--- config.mk ---
export PLATFORM = sky130hd
export DESIGN_NAME = ftss_ram
export DESIGN_NICKNAME = d
export VERILOG_FILES = /design/src/rtl/ftss_ram.sv
export SDC_FILE = /design/constraint.sdc
export NUM_CORES = 1
export LEC_CHECK = 0
export CORE_AREA = 4 4 84 105
export DETAILED_ROUTE_END_ITERATION = 7
export DIE_AREA = 0 0 88 109
export DONT_BUFFER_PORTS = 1
export PLACE_DENSITY = 0.88
export REMOVE_ABC_BUFFERS = 1
export SLEW_MARGIN = 20
export SYNTH_ARGS = -nofsm -noshare
export SYNTH_HDL_FRONTEND = slang
export SYNTH_SLANG_ARGS = --single-unit
--- constraint.sdc ---
create_clock -name clk -period 4.2 [get_ports clk]
set_input_delay 0.84 -clock clk [delete_from_list [all_inputs] [get_ports clk]]
set_output_delay 0.84 -clock clk [all_outputs]
set_load 0.01 [all_outputs]
--- src/rtl/ftss_ram.sv ---
module ftss_ram #(
  parameter int WIDTH = 8,
  parameter int DEPTH = 16
) (
  input  logic                     clk,
  input  logic                     we,
  input  logic [$clog2(DEPTH)-1:0] waddr,
  input  logic [WIDTH-1:0]         wdata,
  input  logic [$clog2(DEPTH)-1:0] raddr,
  output logic [WIDTH-1:0]         rdata
);

  logic [WIDTH-1:0] mem [DEPTH];

  always_ff @(posedge clk) begin
    if (we) begin
      mem[waddr] <= wdata;
    end
    rdata <= mem[raddr];
  end

endmodule

* After elaboration in Yosys (flattened, before gate mapping)
Memory sizes are Yosys's and may differ from the RTL's. A register that Yosys moved wholly into a read port is not among the register bits. Index checks and enable logic that the tools add are counted.
Operators by class: mux-type cells 2, add/subtract/negate cells 0, multipliers 0, magnitude comparators 0, bitwise logic cells 0, reduce and logical (&&, ||, !) cells 0, divide/modulo/power cells 0, shift operators 0, eq/ne operators 0
Operator list (number):
- two-way mux 1 bit | 2
Word-level totals: memory bits (writable) 128, register bits 0, output and inout port bits 8, bits in latches 0, memories kept 1, ROM bits 0, input bits 18, logic and storage cells 3
Memory list:
- mem | words 16, width 8, rd ports 1, clocked after Yosys merged registers in 1, wr ports 1, line 13 | logic [WIDTH-1:0] mem [DEPTH];

* Logic depth before layout (Yosys ltp)
depth after elaboration 2, mapped depth 5, mapped depth without buffers 3

* Worst setup path after synthesis
OpenSTA, ideal clock, no wires.
kind input-to-reg, from in waddr[2], to mem mem[0][0] (enable), data arrival time 1.950 ns, slack 1.867 ns, stages on the path 2, library setup time 0.383 ns, buffers on the path 0, required time 3.817 ns, cells stage by stage or3b_2 > nor3_1
RTL lines:
- start, declared | line 7 | input logic [$clog2(DEPTH)-1:0] waddr,
- end, declared | line 13
No word-level cell before the write port.

* Final worst setup path
from in waddr[2], to mem mem[0][2] (enable)
No word-level cell before the write port.

==> results.md <==
* Status: finished clean
* Comb pwr share at 2.6%
* First-pass GRT wire length at 16,800 um
* Setup bufs post-CTS at 0
* Netlist Area Pre-Place at 5150 um^2
* Critical path depth at 2
* Type of the worst setup path: in2reg
* Initial antenna violation count at 0
* Largest delay contributor family on the critical path: simple AND/OR/NAND/NOR gates
* Layout Skew at 8.43 ps
* Post-Synthesis Cells at 229
* Grt total ovfl at 0
* WHS at 401 ps
* Inserted Diodes at 0
* H-Tree Depth at 4
* Final GP Congestion at 0.794
* Final setup TNS at 0 ps
* # resized after CTS at 0
* Number of global-route vias before repair at 2,518
* Die area at 9590 um^2
* PwrDens at 557 nW/um^2
* Hold path depth at 0
* Critical-path top delay cell: nor3_2
* Worst EP arrival at 1990 ps
* CP required at 4350 ps
* Post-synth EDFFs at 128
* PnR worst setup slack at 2360 ps
* Switching share of power at 19.0%
* CTS Sinks at 136
* Initial DRC Count at 535
* Die height at 109 um
* Register-to-Register Path Depth at 3
* Post-Route WL at 11,200 um
* Most common cell in the synthesized netlist: edfxtp_1
* HPWL Detailed at 5950 um
* Pre-CTS setup slack at 1620 ps
* RSZ-0062 raised after global routing: false
* Drt wl/cell at 32.3 um
* Avg Cell Area, Syn at 22.5 um^2
* Lkg Pwr at 1.91 nW
* Layout cell share with drive strength beyond 1 at 21.0%
* Worst Hold Class: in2reg
* Initial Util at 66.1%
* Final antenna-violating net count at 0
* Die Wd at 88 um
* Io pins at 26
* Cell-internal power at 2.64 mW
* Total track usage at 26.8%
* Slew Viols, Final at 0
* Sequential cell fraction of total power at 47.1%
* Crit path buf inv count at 0
* Core area at 7790 um^2
* Vias per cell at 7.26
* Fmax at 0.544 GHz
* Crit-path max cell delay at 630 ps
* Tightest Pin Transition at 882 ps
* DR pass1 iterations at 6
* Pin count of the biggest net entering global routing at 33
* Fin nets at 257
* Synth Register Bits at 136
* Distinct cells, synth at 19
* # hold bufs at CTS at 0
* CP startpoint kind: primary input
* Top FF cell, synth: edfxtp_1
* IO buf count at 0
* P_sw at 619 uW
* CTS root buf: clkbuf_8
* Crit end category: register
* Final critical-path required period at 1840 ps
* Yosys warnings at 0
* Worst vdd ir at 690 uV
* Crit path cell chain: or3b_2 > nor3_2
* Async set-reset flop share out of synthesis at 0%
* Synth-to-layout area growth at 13.6%
* Final setup fails at 0
* Via count at 2,519
* Sequential element share of the synthesized area at 77.8%
* Synth area leader: edfxtp_1
* DRC at 0
* Synth cell count leaders: edfxtp_1, mux4_2, a22oi_1
* Clock power frac at 50.3%
* Crit-path max FO at 8
* Max Cap Viol at 0
* Cell Rows at 36
* DP Area at 5190 um^2
* Final period utilization at 43.8%
* Post-Layout Inst Area at 5850 um^2
* Slew margin rel. at 41.0%
* CTS max path bufs at 2
* TritonCTS Buffers at 17
* CTS tree: built
* Clk slew on worst S/H paths at 70 ps
* Post-synth top area share at 74.7%
* Top cells by area, synth: edfxtp_1, mux4_2, mux4_1
* Clk_lat worst skew at 530 ps
* Final Hold Viols at 0
## path summary, 6_finish.rpt
kind	slack, ps	startpoint	endpoint
setup reg to reg	2660	mem[4][0]	rdata[0]
hold reg to reg	690	mem[12][3]	rdata[3]
setup / recovery	2360	waddr[2]	mem[0][2]
hold / removal	400	wdata[6]	mem[0][6]
## worst register-to-register path, stage by stage (launching register included)
cell      delay, ps
edfxtp_1        420
mux4_1          620
a22oi_1         260
nand2_1         130
## power by group through the flow
| stage | sequential, mW | clock [mW] | combinational (mW) |
|---|---|---|---|
| after floorplan | 1.56 | 0 | 0.0608 |
| after global placement | 1.56 | 0 | 0.0772 |
| after detailed placement | 1.56 | 0 | 0.0806 |
| after CTS | 1.54 | 1.64 | 0.0842 |
| after global routing | 1.54 | 1.71 | 0.0896 |
| final | 1.53 | 1.64 | 0.0851 |
## placed cells by master (no fill, tap or decap)
cell type	instances
clkbuf_16	16
buf_4	1
nor2b_1	1
nand2b_1	2
bufinv_16	6
clkbuf_8	1
a22oi_1	16
nand2_1	9
or3b_2	1
edfxtp_1	128
nor3_2	3
clkinv_2	3
mux4_2	18
nor3_1	1
mux4_1	14
clkbuf_1	1
clkinvlp_4	4
dfxtp_1	8
nand3b_1	2
nor2_1	13
and2b_1	1
clkinv_1	1
and2_1	1
nand3_1	1
## cell type report
cell class / count / area, um^2
Timing Repair Buffer: 1 / 7.51
Sequential cell: 136 / 4000
Fill cell: 380 / 1940
Multi-Input combinational cell: 83 / 1070
Clock buffer: 18 / 418
Tap cell: 95 / 119
Clock inverter: 14 / 229
## logic make-up after synthesis
group / synth area share (%)
compound gates: 2.33
buf+inv: 1.68
flops: 77.8
mux: 15.0
simple gates: 3.18
## routing by layer
layer / vias to the layer above / GRT usage [%] / wire length (um)
met3: 44 / 8.62 / 1200
li1: 995 / - / -
met5: - / 0 / 0
met1: 1256 / 36.9 / 4030
met2: 224 / 40.4 / 5530
met4: 0 / 10.7 / 451
## registers in the layout (all words and copies together), names as in the netlist
register	cells
mem	128
rdata	8
## stage by stage
step / total power [mW] / utilization [%] / std cells
5_1_grt: 3.34 / 75.1 / 347
2_1_floorplan: 1.62 / - / 219
3_3_place_gp: 1.64 / 66.6 / 315
6_report: 3.26 / 75.1 / 347
3_5_place_dp: 1.64 / 66.6 / 315
4_1_cts: 3.26 / 74.9 / 347
Note: power is estimated with default switching activity, not from simulation.
