<file path="config.mk">
export PLATFORM = sky130hd
export DESIGN_NAME = ftss_mac
export DESIGN_NICKNAME = d
export VERILOG_FILES = /design/src/rtl/ftss_pkg.sv /design/src/rtl/ftss_mac.sv
export SDC_FILE = /design/constraint.sdc
export NUM_CORES = 2
export LEC_CHECK = 0
export ABC_AREA = 1
export BUFFER_PORTS_ARGS = -buffer_cell sky130_fd_sc_hd__buf_2
export CAP_MARGIN = 20
export CORE_MARGIN = 1
export CORE_UTILIZATION = 65
export DETAILED_ROUTE_END_ITERATION = 8
export PLACE_DENSITY = 0.93
export SYNTH_ARGS = -nofsm -noshare
export SYNTH_HDL_FRONTEND = slang
export SYNTH_SLANG_ARGS = --single-unit
export TNS_END_PERCENT = 50
</file>
<file path="constraint.sdc">
create_clock -name clk -period 14.6 [get_ports clk]
set_input_delay 4.38 -clock clk [delete_from_list [all_inputs] [get_ports clk]]
set_output_delay 4.38 -clock clk [all_outputs]
set_load 0.02 [all_outputs]
</file>
<file path="src/rtl/ftss_pkg.sv">
package ftss_pkg;

  typedef enum logic [1:0] {
    KIND_LOAD   = 2'd0,
    KIND_SAMPLE = 2'd1,
    KIND_READ   = 2'd2,
    KIND_NONE   = 2'd3
  } kind_t;

  typedef enum logic [2:0] {
    REG_TILE_MIN_X = 3'd0,
    REG_TILE_MIN_Y = 3'd1,
    REG_TILE_MAX_X = 3'd2,
    REG_TILE_MAX_Y = 3'd3,
    REG_RADIUS_X   = 3'd4,
    REG_RADIUS_Y   = 3'd5,
    REG_INV_RAD_X  = 3'd6,
    REG_INV_RAD_Y  = 3'd7
  } reg_idx_t;

  localparam int ACC_W   = 48;
  localparam int WSUM_W  = 32;
  localparam int TDEPTH  = 256;
  localparam int CFG_IDX_W  = 3;
  localparam int CFG_DATA_W = 16;

  typedef struct packed {
    logic [1:0]         kind;
    logic [7:0]         table_index;
    logic signed [15:0] table_weight;
    logic [19:0]        sample_x;
    logic [19:0]        sample_y;
    logic [15:0]        radiance_r;
    logic [15:0]        radiance_g;
    logic [15:0]        radiance_b;
    logic [15:0]        importance_r;
    logic [15:0]        importance_g;
    logic [15:0]        importance_b;
    logic [9:0]         read_index;
  } in_word_t;

  typedef struct packed {
    logic signed [47:0] sum_red;
    logic signed [47:0] sum_green;
    logic signed [47:0] sum_blue;
    logic signed [31:0] weight_total;
  } out_word_t;

  typedef struct packed {
    logic [ACC_W-1:0] r;
    logic [ACC_W-1:0] g;
    logic [ACC_W-1:0] b;
    logic [WSUM_W-1:0] w;
  } acc_word_t;

  localparam int ACC_WORD_W = 3 * ACC_W + WSUM_W;

endpackage

</file>
<file path="src/rtl/ftss_mac.sv">
module ftss_mac
  import ftss_pkg::*;
(
  input  logic               clk,
  input  logic signed [15:0] weight,
  input  logic [15:0]        imp,
  input  logic [15:0]        rad,
  input  logic [ACC_W-1:0]   acc,
  output logic [ACC_W-1:0]   sum
);

  logic signed [32:0] wi_r;
  logic [15:0]        rad_r;
  logic signed [49:0] prod;
  logic signed [49:0] total;

  always_ff @(posedge clk) begin
    wi_r  <= 33'(weight) * $signed({1'b0, imp});
    rad_r <= rad;
  end

  always_comb begin
    prod  = 50'(wi_r) * $signed({34'd0, rad_r});
    total = prod + 50'($signed(acc));
    if (total > 50'sh7FFFFFFFFFFF) begin
      sum = {1'b0, {(ACC_W-1){1'b1}}};
    end else if (total < -50'sh800000000000) begin
      sum = {1'b1, {(ACC_W-1){1'b0}}};
    end else begin
      sum = total[ACC_W-1:0];
    end
  end

endmodule

</file>
# Word-level counts from Yosys, hierarchy flattened
# Cells that the tools add are included.
# totals
in_bits	97
register_bits	49
out_inout_bits	48
elab_cells	9
# classes
n_mul	2
add_sub_neg	1
n_mux	2
order_cmp	2
# op_table
op	n
$mux W48	2
$add A50 B48 Y50	1
$gt A50 B48 Y1 const B	1
$lt A50 B48 Y1 const B	1
$mul A33 B17 Y50	1
$mul A16 B17 Y33	1

# Logic depth before layout (Yosys ltp)
# depth
ltp_word	5
ltp_mapped	34
depth_no_buf	30

# Worst setup path before layout
# Ideal clock, no wire load.
# synth_timing
kind	input-to-output
startpoint	in acc[35]
endpoint	out sum[37]
arrival_time_ps	8804
path_stages	24
required_time_ps	10220
slack_ps	1416
path_buffers	2
path_cell_list	inv_1 > fa_1 > inv_1 > fa_1 > fa_1 > fa_1 > inv_1 > fa_1 > inv_1 > ha_1 > nand2_1 > inv_1 > a21oi_1 > o21ai_0 > nand2_1 > nand2_1 > a21oi_1 > nand3_1 > nand2_2 > nand2_2 > buf_6 > buf_6 > nand2_1 > nand2_1
# synth_between
elab_chain_len	4
word_cells_on_any_way	5
classes_between	1 x add/sub; 2 x order compare; 2 x mux
# synth_lines
item	line_no	rtl
start, declared	ftss_mac.sv:8	input logic [ACC_W-1:0] acc,
$add A50 B48 Y50 (*)	ftss_mac.sv:24	total = prod + 50'($signed(acc));
$lt A50 B48 Y1	ftss_mac.sv:27	end else if (total < -50'sh800000000000) begin
$mux W48	ftss_mac.sv:27	
$mux W48 (*)	ftss_mac.sv:25	if (total > 50'sh7FFFFFFFFFFF) begin
end, declared	ftss_mac.sv:9	output logic [ACC_W-1:0] sum
# Every way passes the cells marked *; elsewhere a longest branch is shown, timed or not.

# Final worst setup path
# layout_timing
startpoint	in acc[22]
endpoint	out sum[34]
# The elaborated chain is that of the path after synthesis.

==> impl_results.md <==
- Max-cap viol count: 0
- Die W: ~230 um
- CP max FO: 47
- Num rows: 81
- First-pass GRT wire length: 146000 um
- Worst-margin pin slew: about 1100 ps
- Via count: 26900
- Gr usage total: between 30% and 40%
- Outcome: finished, final reports clean
- Port Buf Inserts: 144
- Drt wl/cell: 17.8 um
- Final #Nets: 5393
- Final Wtd Congestion: 0.983
- Setup violations, final: 0
- Dpl cells: 4955
- Syn Area/Cell: approximately 7.5 sq um
- H-Tree Depth: 2
- CP Class: in -> out
- Total Neg Setup Slack: 0 ps
- Ratio of cells with drive above 1 in the final layout: 5.58%
- Yosys warnings: 0
- Area after DPL: 33300 sq um
- Via-per-instance ratio: around 5.4
- Starting Density: approximately two thirds
- Drt first pass iters: 8
- Post-route ant nets: 0
- Post-synth net total: between 5000 and 6000
- Clock slew at reported path FFs: 100 ps
- Syn Inst Count: 4325
- Hold endpoint: rad_r[14]
- RSZ-0062 raised after global routing: no
- CP endpoint kind: output port
- I/O pin count: about 150
- HP Class: in -> reg
- Fin crit period: about 14000 ps
- Normalized max-slew margin: between 20% and 30%
- Final HPWL from detailed placement: 71400 um
- Final Hold Violating Endpoints: 0
- Core ar.: 49100 sq um
- TritonCTS buffer count: 5
- Pin count of the biggest net entering global routing: 48
- CP required: 10220 ps
- Hold depth: 1
- Mapped Area: 32400 sq um
- Die height: between 200 and 250 um
- Netlist cell types: 33
- Initial antenna violation count: 2
- Clk sinks: 49
- Sequential area share after synthesis: ~3.0%
- Max Slew Vio Count: 0
- Initial drt markers: 2437
- Achievable Freq: around 71 MHz
- TritonCTS clock tree: done
- P&R area growth vs syn: 3.21%
- WP data arrival: 9650 ps
- Cts repair resizes: 0
- Vias in the first global route: roughly 30000
- Cell area after layout: 33400 sq um
- Worst Min Path Start: rad[14]
- Fin cells: 4965
- Fin crit share: 96.1%
- Die ar.: 50700 sq um
- Synth Register Bits: 49
- DRC viols: 0
- Root Buffer: clkbuf_16
- CTS max path bufs: 2
- Post-cts hold buffer count: 0
- Postcts setup bufs: 0
- Post-Route WL: slightly below 90000 um
- Grt ovf: 0
- Crit start category: input pin
[area by class of cell]
| cell class | count | area, sq um |
|---|---|---|
| sequential | 49 | 992 |
| timing repair buffer | 155 | 816 |
| antenna | 2 | 5.00 |
| fill | 3695 | 15600 |
| tap | 664 | 831 |
| clock buffer | 6 | 139 |
| multi-input combinational | 2644 | 25200 |
| clock inverter | 2 | 16.3 |
| inverter | 1443 | 5420 |
[synthesized netlist by cell type, drive strengths merged]
cell type	instances	area, sq um
inv	1443	5420
nand2	1211	4620
fa	755	15100
ha	243	3040
clkbuf	177	664
nor2	111	452
a21oi	87	435
nand3	63	325
dfxtp	49	981
xor2	46	403
o21ai	29	145
nand4	19	119
nor3	15	80.1
o21bai	15	113
or2	15	93.8
xnor2	15	131
buf	12	115
a21boi	4	30.0
a21o	4	30.0
nor4	4	25.0
a31oi	3	18.8
o211ai	3	22.5
nor2b	1	6.26
o31ai	1	7.51
[layout by cell type, fill, tap and decap left out, drive strengths merged, types with 3 or more instances in the layout]
cell / netlist / layout
or2: 15 / 15
o211ai: 3 / 3
a21boi: 4 / 4
a21o: 4 / 4
nand3: 63 / 63
nor2: 111 / 111
xor2: 46 / 46
dfxtp: 49 / 49
o21ai: 29 / 29
clkbuf: 177 / 6
nor4: 4 / 4
o21bai: 15 / 15
fa: 755 / 755
inv: 1443 / 1444
a21oi: 87 / 87
buf: 12 / 155
a31oi: 3 / 3
ha: 243 / 243
nor3: 15 / 15
xnor2: 15 / 15
nand4: 19 / 19
nand2: 1211 / 1211
[logic make-up (layout without fill, tap and decap cells)]
family	count (synthesis)	in the layout	share of synthesized area [%]
flip-flops	49	49	3.03
buffers and inverters	1632	1606	19.1
AO/OA/AOI/OAI	146	146	2.48
AND/OR/NAND/NOR	1439	1439	17.7
other	0	2	0
XOR/XNOR	61	61	1.65
adder cells (fa/ha/maj)	998	998	56.1
[worst max-delay path, stage by stage]
cell     delay (ps)
buf_2           120
inv_1            70
fa_1            540
inv_1            60
fa_1            490
fa_1            510
fa_1            560
inv_1            50
fa_1            470
inv_1            40
ha_1            400
nand2_2         120
nor2_2          170
inv_1            80
nor2_2          250
nand2_1         110
nor2_1           90
nand2_1          70
nand3_1          90
nand2_1          50
nand2_1          90
nand2_1          70
nand2_2          50
buf_4           350
nand2_1         120
nand2_2          70
buf_2           160
[sequential cells by signal (all words and copies together), names as in the netlist]
| signal | cells |
|---|---|
| wi_r | 33 |
| rad_r | 16 |
[worst max path at each step]
stage / cells past startpoint / from / slack (ps) / to
after floorplan: 24 / acc[35] / 1420 / sum[37]
after global placement: 27 / acc[30] / 650 / sum[31]
after detailed placement: 27 / acc[22] / 610 / sum[34]
after CTS: 27 / acc[22] / 600 / sum[34]
after global routing: 27 / acc[16] / 120 / sum[17]
final: 27 / acc[22] / 570 / sum[34]
[per-layer routing]
metal	GRT usage, %	vias to the layer above	wire length, um
li1	-	11900	-
met1	43.2	12900	30000
met2	63.4	1665	43300
met3	8.20	500	9380
met4	21.1	0	5560
met5	0	-	0
[metrics by stage]
stage	setup slack, ps	hold WS [ps]	util, %
2_1_floorplan	1420	4410	-
3_3_place_gp	652	4480	67.8
3_5_place_dp	612	4480	67.8
4_1_cts	604	4130	68.1
5_1_grt	123	4130	68.1
6_report	567	4130	68.1
Power is not shown: default switching activity piles up to over one toggle a cycle in this logic, so the estimate is an artifact.
