$ cat src/rtl/ftss_pkg.sv
package ftss_pkg;

  typedef enum logic [1:0] {
    KIND_LOAD   = 2'd0,
    KIND_SAMPLE = 2'd1,
    KIND_READ   = 2'd2,
    KIND_NONE   = 2'd3
  } kind_t;

  typedef enum logic [2:0] {
    REG_TILE_MIN_X = 3'd0,
    REG_TILE_MIN_Y = 3'd1,
    REG_TILE_MAX_X = 3'd2,
    REG_TILE_MAX_Y = 3'd3,
    REG_RADIUS_X   = 3'd4,
    REG_RADIUS_Y   = 3'd5,
    REG_INV_RAD_X  = 3'd6,
    REG_INV_RAD_Y  = 3'd7
  } reg_idx_t;

  localparam int ACC_W   = 48;
  localparam int WSUM_W  = 32;
  localparam int TDEPTH  = 256;
  localparam int CFG_IDX_W  = 3;
  localparam int CFG_DATA_W = 16;

  typedef struct packed {
    logic [1:0]         kind;
    logic [7:0]         table_index;
    logic signed [15:0] table_weight;
    logic [19:0]        sample_x;
    logic [19:0]        sample_y;
    logic [15:0]        radiance_r;
    logic [15:0]        radiance_g;
    logic [15:0]        radiance_b;
    logic [15:0]        importance_r;
    logic [15:0]        importance_g;
    logic [15:0]        importance_b;
    logic [9:0]         read_index;
  } in_word_t;

  typedef struct packed {
    logic signed [47:0] sum_red;
    logic signed [47:0] sum_green;
    logic signed [47:0] sum_blue;
    logic signed [31:0] weight_total;
  } out_word_t;

  typedef struct packed {
    logic [ACC_W-1:0] r;
    logic [ACC_W-1:0] g;
    logic [ACC_W-1:0] b;
    logic [WSUM_W-1:0] w;
  } acc_word_t;

  localparam int ACC_WORD_W = 3 * ACC_W + WSUM_W;

endpackage

$ cat src/rtl/ftss_offset.sv
module ftss_offset
  import ftss_pkg::*;
#(
  parameter int TABLE_WIDTH = 16
) (
  input  logic               clk,
  input  logic signed [21:0] delta,
  input  logic [15:0]        inv,
  output logic [$clog2(TABLE_WIDTH)-1:0] offset
);

  localparam int TW_B = $clog2(TABLE_WIDTH);

  logic [20:0] mag_r;
  logic [15:0] inv_r;
  logic [36:0] prod;
  logic [36+TW_B+1:0] scaled;

  always_ff @(posedge clk) begin
    mag_r <= delta[21] ? 21'(-delta) : delta[20:0];
    inv_r <= inv;
  end

  always_comb begin
    prod   = 37'(mag_r) * 37'(inv_r);
    scaled = (36+TW_B+2)'(prod) * (36+TW_B+2)'(TABLE_WIDTH);
  end

  always_ff @(posedge clk) begin
    if ((scaled >> 22) > (36+TW_B+2)'(TABLE_WIDTH - 1)) begin
      offset <= TW_B'(TABLE_WIDTH - 1);
    end else begin
      offset <= scaled[22 +: TW_B];
    end
  end

endmodule

$ cat config.mk
export PLATFORM = sky130hd
export DESIGN_NAME = ftss_offset
export DESIGN_NICKNAME = d
export VERILOG_FILES = /design/src/rtl/ftss_pkg.sv /design/src/rtl/ftss_offset.sv
export SDC_FILE = /design/constraint.sdc
export NUM_CORES = 1
export LEC_CHECK = 0
export ABC_AREA = 1
export BUFFER_PORTS_ARGS = -buffer_cell sky130_fd_sc_hd__clkbuf_2
export CAP_MARGIN = 20
export CORE_MARGIN = 5
export CORE_UTILIZATION = 64
export CTS_CLUSTER_SIZE = 24
export DETAILED_ROUTE_END_ITERATION = 7
export GPL_TIMING_DRIVEN = 0
export PLACE_DENSITY = 0.82
export SETUP_SLACK_MARGIN = 0.02
export SYNTH_ARGS = -nofsm -noshare
export SYNTH_HDL_FRONTEND = slang
export SYNTH_SLANG_ARGS = --single-unit
$ cat constraint.sdc
create_clock -name clk -period 8 [get_ports clk]
set_input_delay 1.2 -clock clk [delete_from_list [all_inputs] [get_ports clk]]
set_output_delay 1.2 -clock clk [all_outputs]
set_load 0.01 [all_outputs]
Yosys cells after proc, flatten, opt, wreduce, memory -nomap -nowiden:

Index checks and enable logic that the tools add are counted.

* output and inout port bits: 4
* logic and storage cells: 7
* register bits after elaboration: 41
* input port bits: 39

* muxes and demuxes: 1
* multipliers: 1
* $add $sub $neg: 1
* $lt $le $gt $ge: 1

Operators with widths (count)
* $mul 21x16->37: 1
* $mux 21: 1
* $neg 21->21: 1
* $gt 19x4->1 const B: 1

Logic depth before layout (Yosys ltp):

Gate-level depths: netlist of the first run.

* depth in word-level cells: 2
* mapped depth: 31
* gate-level depth less buffers: 30

Worst setup path before layout of the first run:

OpenSTA, ideal clock, no wires.

* kind: reg2reg
* start point: register inv_r[1]
* end point: register offset[0]
* path slack: 2.325 ns
* stages on the path, launching flop included: 29
* arrival: 5.546 ns
* setup time: 0.128 ns
* data required time: 7.872 ns
* buffers on the path: 2
* path through: dfxtp_1 -> clkbuf_1 -> clkbuf_1 -> nand2_1 -> fa_1 -> inv_1 -> fa_1 -> inv_1 -> fa_1 -> inv_1 -> fa_1 -> fa_1 -> inv_1 -> fa_1 -> inv_1 -> ha_1 -> nand2_1 -> nor2_1 -> nand2_1 -> nor2_1 -> nand2_1 -> nand3_1 -> nand2_1 -> nand2_1 -> nand2_1 -> nor2_1 -> nand4_1 -> nor2_4 -> nand4_1

* cells in the longest elaborated chain, start to end: 2

RTL lines
* from (decl): line ftss_offset.sv:15 `logic [15:0] inv_r;`
* from (signal assigned): line ftss_offset.sv:21 `inv_r <= inv;`
* $mul 21x16->37 *: line ftss_offset.sv:25 `prod = 37'(mag_r) * 37'(inv_r);`
* $gt 19x4->1: line ftss_offset.sv:30 `if ((scaled >> 22) > (36+TW_B+2)'(TABLE_WIDTH - 1)) begin`
* to (signal assigned): line ftss_offset.sv:31 `offset <= TW_B'(TABLE_WIDTH - 1);`
* to (signal assigned): line ftss_offset.sv:33 `offset <= scaled[22 +: TW_B];`
* to (decl): line ftss_offset.sv:9 `output logic [$clog2(TABLE_WIDTH)-1:0] offset`

Mark *: on every way between the ends. The rest lies on a longest branch, timed or not.
A chain may end at the register's enable or synchronous reset.

Final worst setup path of the first run:

* start point: register mag_r[8]
* end point: register offset[3]

* cells in the longest elaborated chain, start to end: 2

RTL lines
* from (decl): line ftss_offset.sv:14 `logic [20:0] mag_r;`
* from (signal assigned): line ftss_offset.sv:20 `mag_r <= delta[21] ? 21'(-delta) : delta[20:0];`
* $mul 21x16->37 *: line ftss_offset.sv:25
* $gt 19x4->1: line ftss_offset.sv:30

Marked as above.

==> summary.md, run 1 <==
| Metric | Value |
|---|---|
| Starting density of the core | 0.645 |
| Ratio of final minimum period to clock period | 0.874 |
| Hold Path Class | flip-flop to flip-flop |
| Routed WL | 34,300 µm |
| DRC viols | 0 |
| Vias after detailed routing | between 10,000 and 15,000 |
| Final net count | ~2,200 |
| Unrepaired setup endpoints after global routing | no |
| Die Footprint | 23,200 µm² |
| Fin. max-slew vios | 0 |
| Synth unique cells | 30 |
| Post-DP HPWL | roughly 29,000 µm |
| Final GP Congestion | just under 1 |
| Number of hold violations in the final report | 0 |
| Core Area | just over 20,000 µm² |
| Post-route minimum period | around 7 ns |
| # diodes | 0 |
| DIE HEIGHT | 152 µm |
| Worst slew pin tran | 0.749 ns |
| R2r startpoint | mag_r[8]$_DFF_P_ |
| First-pass GRT wire length | 57,300 µm |
| Mapped Cells | ~1,800 |
| Async set or reset register ratio after synthesis | 0 |
| Total Routing Usage GR | 0.306 |
| Design Area, Final | about 14,000 µm² |
| PostCTS Resize Cnt | 0 |
| Synthesized cell area | 13,000 µm² |
| H-tree depth | 2 |
| Max cap viols | 0 |
| Multi-input gate area | slightly below 10,000 µm² |
| Clk Latency, worst-skew pair | 0.31 ns |
| Run status | completed |
| Dominant synthesized flop cell | dfxtp_1 |
| Clock-pin slew on the worst setup and hold paths | roughly 0.08 ns |
| Post-Syn Area per Cell | 7.28 µm² |
| Post-Synth Adder-Cell Area | 0.509 |
| Final ANT Viol Nets | 0 |
| Setup TNS | 0 ns |
| CP Launch Point | mag_r[8]$_DFF_P_ |
| Arr. time, crit path | around 7.2 ns |
| Mapped Nets | 2,191 |
| Leading post-synthesis cells by cell area | fa_1, nand2_1, inv_1, ha_1, dfxtp_1 |
| Critical path peak fanout | 10 |
| CTS tree | built |
| CTS max path bufs | 2 |
| Hold_sp | inv_r[1]$_DFF_P_ |
| Most frequent cells in the layout | nand2_1, inv_1, fa_1 |
| Number of synthesized register bits | 41 |
| Vias in the first global route | around 12,000 |
| Root buf cell | clkbuf_16 |
| Leading cell type in the layout, fill and taps excluded | nand2_1 |
| Fill count | 1,630 |
| Cell accounting for the most synthesized area | fa_1 |
| YS warnings | 0 |
| CP Launch Type | flip-flop |
| CTS Buf Count | 5 |
| Number of synthesized flops with an enable pin | 0 |
| Xor/xnor share of the synthesized area | 0.0176 |
| # setup viols final | 0 |
| Hold_buf cts | 0 |
| Mux cell area share after synthesis | 0 |
| Congestion Overflow GR | 0 |
| # IOs | 43 |
| Layout cells sized above 1 | 0.0366 |
| Compound-Gate Fraction of Synth Area | 0.0279 |
| Register area | between 800 and 900 µm² |
| Setup Fix Bufs, Post-CTS | 0 |
| # rows | 52 |
| Largest family of logic cells by synthesized area | adder cells |
| Layout area overhead | 5.59% |
| Clk sinks | around 40 |
| Largest net degree at the start of global routing | 14 |
| Post-synthesis sequential area ratio | 0.0633 |
| Share of the synthesized area in the top cell type | 0.406 |
| I/O Buffers | between 40 and 50 |
| Post-Synth Simple-Gate Area | 0.208 |
| Area after DPL | about 14,000 µm² |
| Vias per cell | between 5 and 6 |
| Average wire per standard cell | 16.3 µm |
| Final Skew | about 0.013 ns |
| Highest clock rate | approximately 140 MHz |
| Die Width | 152 µm |
| First-pass iteration count of the detailed router | 5 |
| Worst Path Required | 8.19 ns |
| Initial antenna violation count | 0 |
| Initial DRC count | approximately 940 |
| Crit. End Element | flip-flop |
| Relative slew slack | 0.501 |
| Crit Path Category | flip-flop to flip-flop |
-- stage by stage --
step,utilization,hold slack (ns),worst slack (ns),instances
2_1_floorplan,-,0.767,2.33,1782
3_3_place_gp,0.672,0.860,1.17,2094
3_5_place_dp,0.672,0.833,1.18,2094
4_1_cts,0.681,0.860,1.12,2102
5_1_grt,0.681,0.954,0.721,2102
6_report,0.681,0.846,1.01,2102
-- path summary, 6_finish.rpt --
kind,endpoint,slack (ns),cells after the start
max reg2reg,offset[3]$_SDFF_PN1_,1.01,26
min,offset[2]$_SDFF_PN1_,0.85,5
min reg2reg,offset[2]$_SDFF_PN1_,0.85,5
max,offset[3]$_SDFF_PN1_,1.01,26
-- critical path: stages, from the launching register on --
cell and delay, ns:
dfxtp_1 0.32, clkbuf_1 0.57, clkbuf_1 0.63, nand2_1 0.18, fa_1 0.49, fa_1 0.51, inv_1 0.06, fa_1 0.52
fa_1 0.55, fa_1 0.56, inv_1 0.06, fa_1 0.53, inv_1 0.04, ha_1 0.37, nand2_1 0.14, nor2_2 0.20
nand2_1 0.14, nor2_1 0.11, nand2_1 0.09, nand3_1 0.10, nand2_1 0.05, nand2_1 0.06, nand2_1 0.05, nor2_1 0.13
nand4_1 0.15, nor2_4 0.16, nand4_1 0.09
-- Yosys cell counts (all sizes together) (2+ instances only) --
cell / instances
xor2: 14
dfxtp: 41
o21bai: 7
inv: 529
a31oi: 4
nand4: 11
nor2: 81
a21oi: 34
nand2: 545
xnor2: 12
nor3: 6
ha: 107
a21o: 2
fa: 263
nand3b: 7
clkbuf: 73
o21ai: 15
nand3: 25
-- layer usage --
layer  wire (µm)  vias up  track usage  part of all wire
met4        1630        0        0.130             0.048
met5           0        -            0                 0
met3        3560      141       0.0579              0.10
li1            -     5111            -                 -
met2       16000      638        0.513              0.47
met1       13100     5315        0.390              0.38
-- layout make-up --
class / count / area share
Tap cell: 270 / 0.0247
Inverter: 529 / 0.145
Clock inverter: 2 / 0.00274
Timing Repair Buffer: 42 / 0.0154
Multi-Input combinational cell: 1139 / 0.722
Buffer: 73 / 0.0200
Sequential cell: 41 / 0.0599
Clock buffer: 6 / 0.0101
-- sequential cells by signal, summed over array words and instances (netlist names) --
name / cells
inv_r: 16
mag_r: 21
offset: 4
-- cell families after synthesis --
kind of cell	count (synthesis)
simple gates	678
buf+inv	602
fa+ha+maj	370
compound gates	65
flops	41
xor+xnor	26
Power of run 1 is not shown: default switching activity piles up to over one toggle a cycle in this logic, so the estimate is an artifact.
==> run 2: changes to the inputs <==
- ABC_AREA: 1 -> not set
==> run 2 against run 1 <==
Final area is 6.8% lower; via count down 13%; setup slack got worse by 0.094 ns; area after synthesis decreased by 7.0%; critical path type unchanged; critical endpoint is now offset[2]$_SDFF_PN1_.
==> summary.md, run 2 <==
| Metric | Value |
|---|---|
| Crit. End Element | flip-flop |
| Design Area, Final | 12,800 µm² (-6.8%) |
| Area after DPL | 12,600 µm² (-7.0%) |
| Largest net degree at the start of global routing | 15 (+1) |
| Die Footprint | 21,700 µm² (-6.5%) |
| Layout cells sized above 1 | 0.0455 (+0.00891) |
| First-pass iteration count of the detailed router | 7 (+2) |
| Unrepaired setup endpoints after global routing | no |
| Clock-pin slew on the worst setup and hold paths | 0.07 ns (about the same) |
| Critical path peak fanout | 10 (unchanged) |
| Hold Path Class | input pin to flip-flop |
| Crit Path Category | flip-flop to flip-flop |
| Run status | completed |
| Mapped Nets | 1,788 (-18%) |
| Hold_sp | inv[2] |
| Most numerous cell in the Yosys netlist | inv_1 |
| Congestion Overflow GR | 0 (unchanged) |
| Die Width | 147 µm (-3.3%) |
| Routed WL | 31,700 µm (-7.6%) |
| Average wire per standard cell | 19.0 µm (+17%) |
| Hold endpoint | inv_r[2]$_DFF_P_ |
| Number of synthesized register bits | 41 (unchanged) |
| Cell accounting for the most synthesized area | fa_1 |
| # setup viols final | 0 (unchanged) |
| Biggest register | mag_r |
| # rows | 50 (-3.8%) |
| DRC viols | 0 (unchanged) |
| Post-synth top cells | inv_1, fa_1, nand2_1, and2_1, ha_1 |
| CTS max path bufs | 2 (unchanged) |
| # diodes | 0 (unchanged) |
| R2R Setup Slk | 0.91 ns (-0.09 ns) |
| Initial DRC count | 784 (-17%) |
| Reg-to-Reg End | offset[2]$_SDFF_PN1_ |
| Vias per cell | 5.83 (+9.4%) |
| Max reg flops | 21 (unchanged) |
| Post-synthesis sequential area ratio | 0.0680 (+0.00476) |
| I/O Buffers | 42 (unchanged) |
| Worst slew pin tran | 0.822 ns (+0.0724 ns) |
| Mapped Cells | 1,379 (-23%) |
| Starting density of the core | 0.647 (+0.00191) |
| Share of the synthesized area in the top cell type | 0.437 (+0.0305) |
| Async set or reset register ratio after synthesis | 0 (unchanged) |
| Clk Latency, worst-skew pair | 0.30 ns (about the same) |
| YS warnings | 0 (unchanged) |
| Leading cell type in the layout, fill and taps excluded | inv_1 |
| WL met3 | 3040 µm (-15%) |
| DIE HEIGHT | 147 µm (-3.3%) |
| Core Area | 18,600 µm² (-7.3%) |
| Hold depth | 1 (-4) |
| Buf/Inv on CP | 6 (+1) |
| Ratio of final minimum period to clock period | 0.886 (+0.0118) |
| R2r worst-path depth | 23 (-12%) |
| Synthesized cell area | 12,100 µm² (-7.0%) |
| R2r startpoint | mag_r[7]$_DFF_P_ |
| First-pass GRT wire length | 51,700 µm (-9.7%) |
| Number of hold violations in the final report | 0 (unchanged) |
| Final ANT Viol Nets | 0 (unchanged) |
| Relative slew slack | 0.445 (-0.0554) |
| Max incr delay on CP | 0.61 ns (-0.02 ns) |
| Placed Cells | 1,655 (-21%) |
| Top cell by count, worst path | fa_1 |
| CTS Buf Count | 5 (unchanged) |
| Final net count | 1,837 (-18%) |
| Post-DP HPWL | 25,800 µm (-11%) |
| Most frequent cells in the layout | inv_1, fa_1, nand2_1 |
| Max Used Layer | met4 |
| Worst Path Required | 8.17 ns (-0.02 ns) |
| Hold_buf cts | 0 (unchanged) |
| # IOs | 43 (unchanged) |
| Routed length on met1 | 11,300 µm (-14%) |
| Final Skew | 0.00456 ns (-0.00892 ns) |
| CTS tree | built |
| Top flop regs | mag_r x21, inv_r x16, offset x4 |
| Max cap viols | 0 (unchanged) |
| Fin. max-slew vios | 0 (unchanged) |
| Leading post-synthesis cells by cell area | fa_1, ha_1, inv_1, and2_1, nand2_1 |
| Number of synthesized flops with an enable pin | 0 (unchanged) |
| Post-Syn Area per Cell | 8.75 µm² (+20%) |
| CP Cell Sequence | clkbuf_1 -> nand2_1 -> fa_1 -> inv_1 -> fa_1 -> inv_1 -> fa_1 -> inv_1 -> fa_1 -> fa_1 -> inv_1 -> fa_1 -> inv_1 -> ha_1 -> a21oi_1 -> o21ai_1 -> a21oi_1 -> o21ai_1 -> a221oi_2 -> xor2_1 -> o2111ai_1 -> nor4_4 -> nand3_1 |
| Total Routing Usage GR | 0.304 (-0.00150) |
| Clk sinks | 41 (unchanged) |
| Post-route minimum period | 7.09 ns (+0.0943 ns) |
| Final Non-Filler Cells | 1,663 (-21%) |
| Root buf cell | clkbuf_16 |
| PostCTS Resize Cnt | 0 (unchanged) |
| Layout area overhead | 5.78% |
| Arr. time, crit path | 7.25 ns (+0.07 ns) |
| Final GP Congestion | 0.970 (-0.80%) |
| Vias in the first global route | 10,200 (-14%) |
| Setup Fix Bufs, Post-CTS | 0 (unchanged) |
| Worst path slowest cell | dfxtp_1 |
| Highest clock rate | 141 MHz (-1.3%) |
| Setup TNS | 0 ns (unchanged) |
| Synth unique cells | 50 (+67%) |
| Initial antenna violation count | 0 (unchanged) |
| Cell family with most CP delay | adder cells |
| H-tree depth | 2 (unchanged) |
| Met2 wire length | 15,300 µm (-4.5%) |
| CP Launch Type | flip-flop |
| Dominant synthesized flop cell | dfxtp_1 |
| Vias after detailed routing | 9,698 (-13%) |
## run 2: kinds of logic after synthesis
family / synth area share
fa+ha+maj: 0.548
xor+xnor: 0.0269
compound gates: 0.0608
buf+inv: 0.115
simple gates: 0.179
mux: 0.00249
flops: 0.0681
## run 2: cell type report
type,count,area (µm²)
multi-input cells,969,9850
fillers,1417,5880
inverters,307,1150
flip-flops and latches,41,821
well taps,234,293
plain buffers,62,239
repair buffers,42,210
clock buffers,5,125
clock inverters,3,68.8
## run 2: per-layer routing
| metal | up-vias | track usage |
|---|---|---|
| met2 | 569 | 0.507 |
| met3 | 155 | 0.0401 |
| li1 | 4216 | - |
| met1 | 4758 | 0.388 |
| met4 | 0 | 0.164 |
| met5 | - | 0 |
## run 2: worst register-to-register path: stages, from the launching register on
cell	delay, ns
dfxtp_1	0.61
clkbuf_1	0.54
nand2_1	0.16
fa_1	0.57
inv_1	0.06
fa_1	0.50
inv_1	0.05
fa_1	0.53
inv_1	0.05
fa_1	0.45
fa_1	0.50
inv_1	0.05
fa_1	0.54
inv_1	0.07
ha_1	0.32
a21oi_1	0.25
o21ai_1	0.12
a21oi_1	0.21
o21ai_1	0.10
a221oi_2	0.40
xor2_1	0.18
o2111ai_1	0.18
nor4_4	0.38
nand3_1	0.12
## run 2: worst max-delay path by stage
stage	endpoint	slack, ns	startpoint	cells after the start
2_1_floorplan	offset[2]$_SDFF_PN1_	2.07	inv_r[6]$_DFF_P_	21
3_3_place_gp	offset[1]$_SDFF_PN1_	1.15	mag_r[7]$_DFF_P_	23
3_5_place_dp	offset[2]$_SDFF_PN1_	1.06	mag_r[7]$_DFF_P_	23
4_1_cts	offset[2]$_SDFF_PN1_	0.98	mag_r[7]$_DFF_P_	23
5_1_grt	offset[1]$_SDFF_PN1_	0.60	mag_r[14]$_DFF_P_	23
6_report	offset[2]$_SDFF_PN1_	0.91	mag_r[7]$_DFF_P_	23
## run 2: metrics by stage
stage                     utilization  hold WS (ns)  setup WS, ns
after floorplan                     -         0.971          2.07
after global placement          0.674          1.12          1.15
after detailed placement        0.674          1.12          1.06
after CTS                       0.684         0.997         0.978
after global routing            0.684         0.998         0.601
final                           0.684         0.995         0.915
Power of run 2 is left out for the same reason.
==> run 3: changes to the inputs <==
- CORE_UTILIZATION: 64 -> 59
- PLACE_DENSITY: 0.82 -> 0.79
- clock period: 8 -> 6 ns (I/O delays scaled with it)
==> run 3 against run 2 <==
Critical path type unchanged; non-clock buffer count increased by 64; clock skew increased by 0.0060 ns; final area increased by 15%; hold slack got worse by 0.32 ns; the flow now finishes with violations (setup timing); setup slack got worse by 1.1 ns.
==> summary.md, run 3 (synthesis results as in run 2) <==
| Metric | Value |
|---|---|
| Run status | finished, violations left |
| Failing checks | setup timing |
| Final GP Congestion | 0.943 (-2.8%) |
| Hold_buf cts | 0 (unchanged) |
| Hold_sp | inv[2] |
| Crit Path Category | flip-flop to flip-flop |
| I/O Buffers | 42 (unchanged) |
| DRC viols | 0 (unchanged) |
| Average wire per standard cell | 22.4 µm (+18%) |
| Root buf cell | clkbuf_16 |
| CP Launch Type | flip-flop |
| Final ANT Viol Nets | 0 (unchanged) |
| Clk sinks | 41 (unchanged) |
| Post-DP HPWL | 26,000 µm (+0.77%) |
| Number of hold violations in the final report | 0 (unchanged) |
| Congestion Overflow GR | 0 (unchanged) |
| Die Footprint | 23,400 µm² (+7.9%) |
| Vias per cell | 6.05 (+3.8%) |
| Hold Path Class | input pin to flip-flop |
| Top flop regs | mag_r x21, inv_r x16, offset x4 |
| Ratio of final minimum period to clock period | 1.03 (+0.147) |
| Biggest register | mag_r |
| Leading cell type in the layout, fill and taps excluded | inv_1 |
| Clock-pin slew on the worst setup and hold paths | 0.09 ns (+0.02 ns) |
| Layout area overhead | 21.3% |
| Arr. time, crit path | 6.38 ns (-0.87 ns) |
| CTS max path bufs | 2 (unchanged) |
| Max reg flops | 21 (unchanged) |
| Largest net degree at the start of global routing | 15 (unchanged) |
| Final net count | 1,901 (+3.5%) |
| Core Area | 20,200 µm² (+8.2%) |
| # rows | 52 (+4.0%) |
| DIE HEIGHT | 153 µm (+3.9%) |
| Relative slew slack | 0.332 (-0.113) |
| H-tree depth | 2 (unchanged) |
| R2r startpoint | mag_r[4]$_DFF_P_ |
| Die Width | 153 µm (+3.9%) |
| Pre-CTS setup slack | -0.957 ns (-2.02 ns) |
| Highest clock rate | 161 MHz (+14%) |
| Placed Cells | 1,691 (+2.2%) |
| Initial antenna violation count | 3 (+3) |
| Starting density of the core | 0.598 (-0.0490) |
| Clk Latency, worst-skew pair | 0.31 ns (about the same) |
| Vias after detailed routing | 10,700 (+10%) |
| CP Launch Point | mag_r[4]$_DFF_P_ |
| CTS Buf Count | 5 (unchanged) |
| First-pass iteration count of the detailed router | 8 (+1) |
| Unrepaired setup endpoints after global routing | yes |
| Critical path peak fanout | 10 (unchanged) |
| Post-route minimum period | 6.20 ns (-0.889 ns) |
| Routed WL | 39,500 µm (+25%) |
| Most frequent cells in the layout | inv_1, fa_1, nand2_1 |
| Total Routing Usage GR | 0.325 (+0.0204) |
| Crit. End Element | flip-flop |
| CTS tree | built |
| First-pass GRT wire length | 59,500 µm (+15%) |
| Fin. max-slew vios | 0 (unchanged) |
| Layout cells sized above 1 | 0.204 (+0.159) |
| # IOs | 43 (unchanged) |
| Vias in the first global route | 11,600 (+13%) |
| Max cap viols | 0 (unchanged) |
| Final Skew | 0.0105 ns (+0.00596 ns) |
| # setup viols final | 4 (+4) |
| Worst slew pin tran | 0.989 ns (+0.167 ns) |
| Final setup margin | -0.196 ns (-1.11 ns) |
| Initial DRC count | 1,261 (+61%) |
| Utilization after layout | 0.725 (+0.0410) |
| Final Non-Filler Cells | 1,764 (+6.1%) |
| Worst Path Required | 6.18 ns (-1.99 ns) |
run 3: worst max-delay path, stage by stage (launching register included):
cell	delay, ns
dfxtp_2	0.50
clkbuf_8	0.28
nand2_1	0.09
fa_1	0.50
inv_1	0.06
fa_1	0.41
inv_1	0.10
fa_1	0.43
inv_1	0.11
fa_1	0.41
fa_1	0.50
inv_1	0.06
fa_1	0.58
inv_2	0.07
ha_4	0.31
nand2_1	0.10
o21ai_0	0.24
a41oi_1	0.10
a21o_2	0.30
o41ai_4	0.39
a221oi_2	0.13
xnor2_2	0.19
nor2_1	0.12
nand3_1	0.08
run 3: worst paths after layout:
check | to | slack (ns) | cells past startpoint
worst max-delay path | offset[1]$_SDFF_PN1_ | -0.20 | 23
worst min-delay path | inv_r[2]$_DFF_P_ | 0.68 | 1
worst max register to register | offset[1]$_SDFF_PN1_ | -0.20 | 23
worst min register to register | offset[0]$_SDFF_PN1_ | 1.29 | 8
run 3: timing repair:
action | in CTS | in global routing
pin swaps | 74 | 22
buffers inserted | 54 | 11
setup endpoints to repair | 4 | 4
cloned | 1 | 1
resized for setup | 288 | 48
run 3: area by class of cell:
class,instances,area [µm²]
Inverter,307,1150
Clock buffer,5,125
Timing Repair Buffer,109,787
Tap cell,270,338
Clock inverter,3,68.8
Fill cell,1298,5540
Buffer,59,870
Sequential cell,41,903
Multi-Input combinational cell,969,10400
Antenna cell,1,2.50
run 3: per-layer routing:
| layer | GRT usage | share of wire | vias up |
|---|---|---|---|
| met4 | 0.218 | 0.095 | 4 |
| met3 | 0.0933 | 0.11 | 332 |
| li1 | - | - | 4348 |
| met5 | 0.00207 | 0.0011 | - |
| met2 | 0.533 | 0.47 | 822 |
| met1 | 0.369 | 0.33 | 5175 |
run 3: through the flow:
stage | instance area, µm² | setup TNS (ns) | hold slack [ns]
2_1_floorplan | 12100 | 0 | 0.928
5_1_grt | 14600 | -1.44 | 0.688
3_3_place_gp | 12600 | -3.57 | 1.00
6_report | 14600 | -0.741 | 0.679
4_1_cts | 14400 | 0 | 0.689
3_5_place_dp | 12600 | -3.78 | 1.00
Power of run 3 is left out for the same reason.
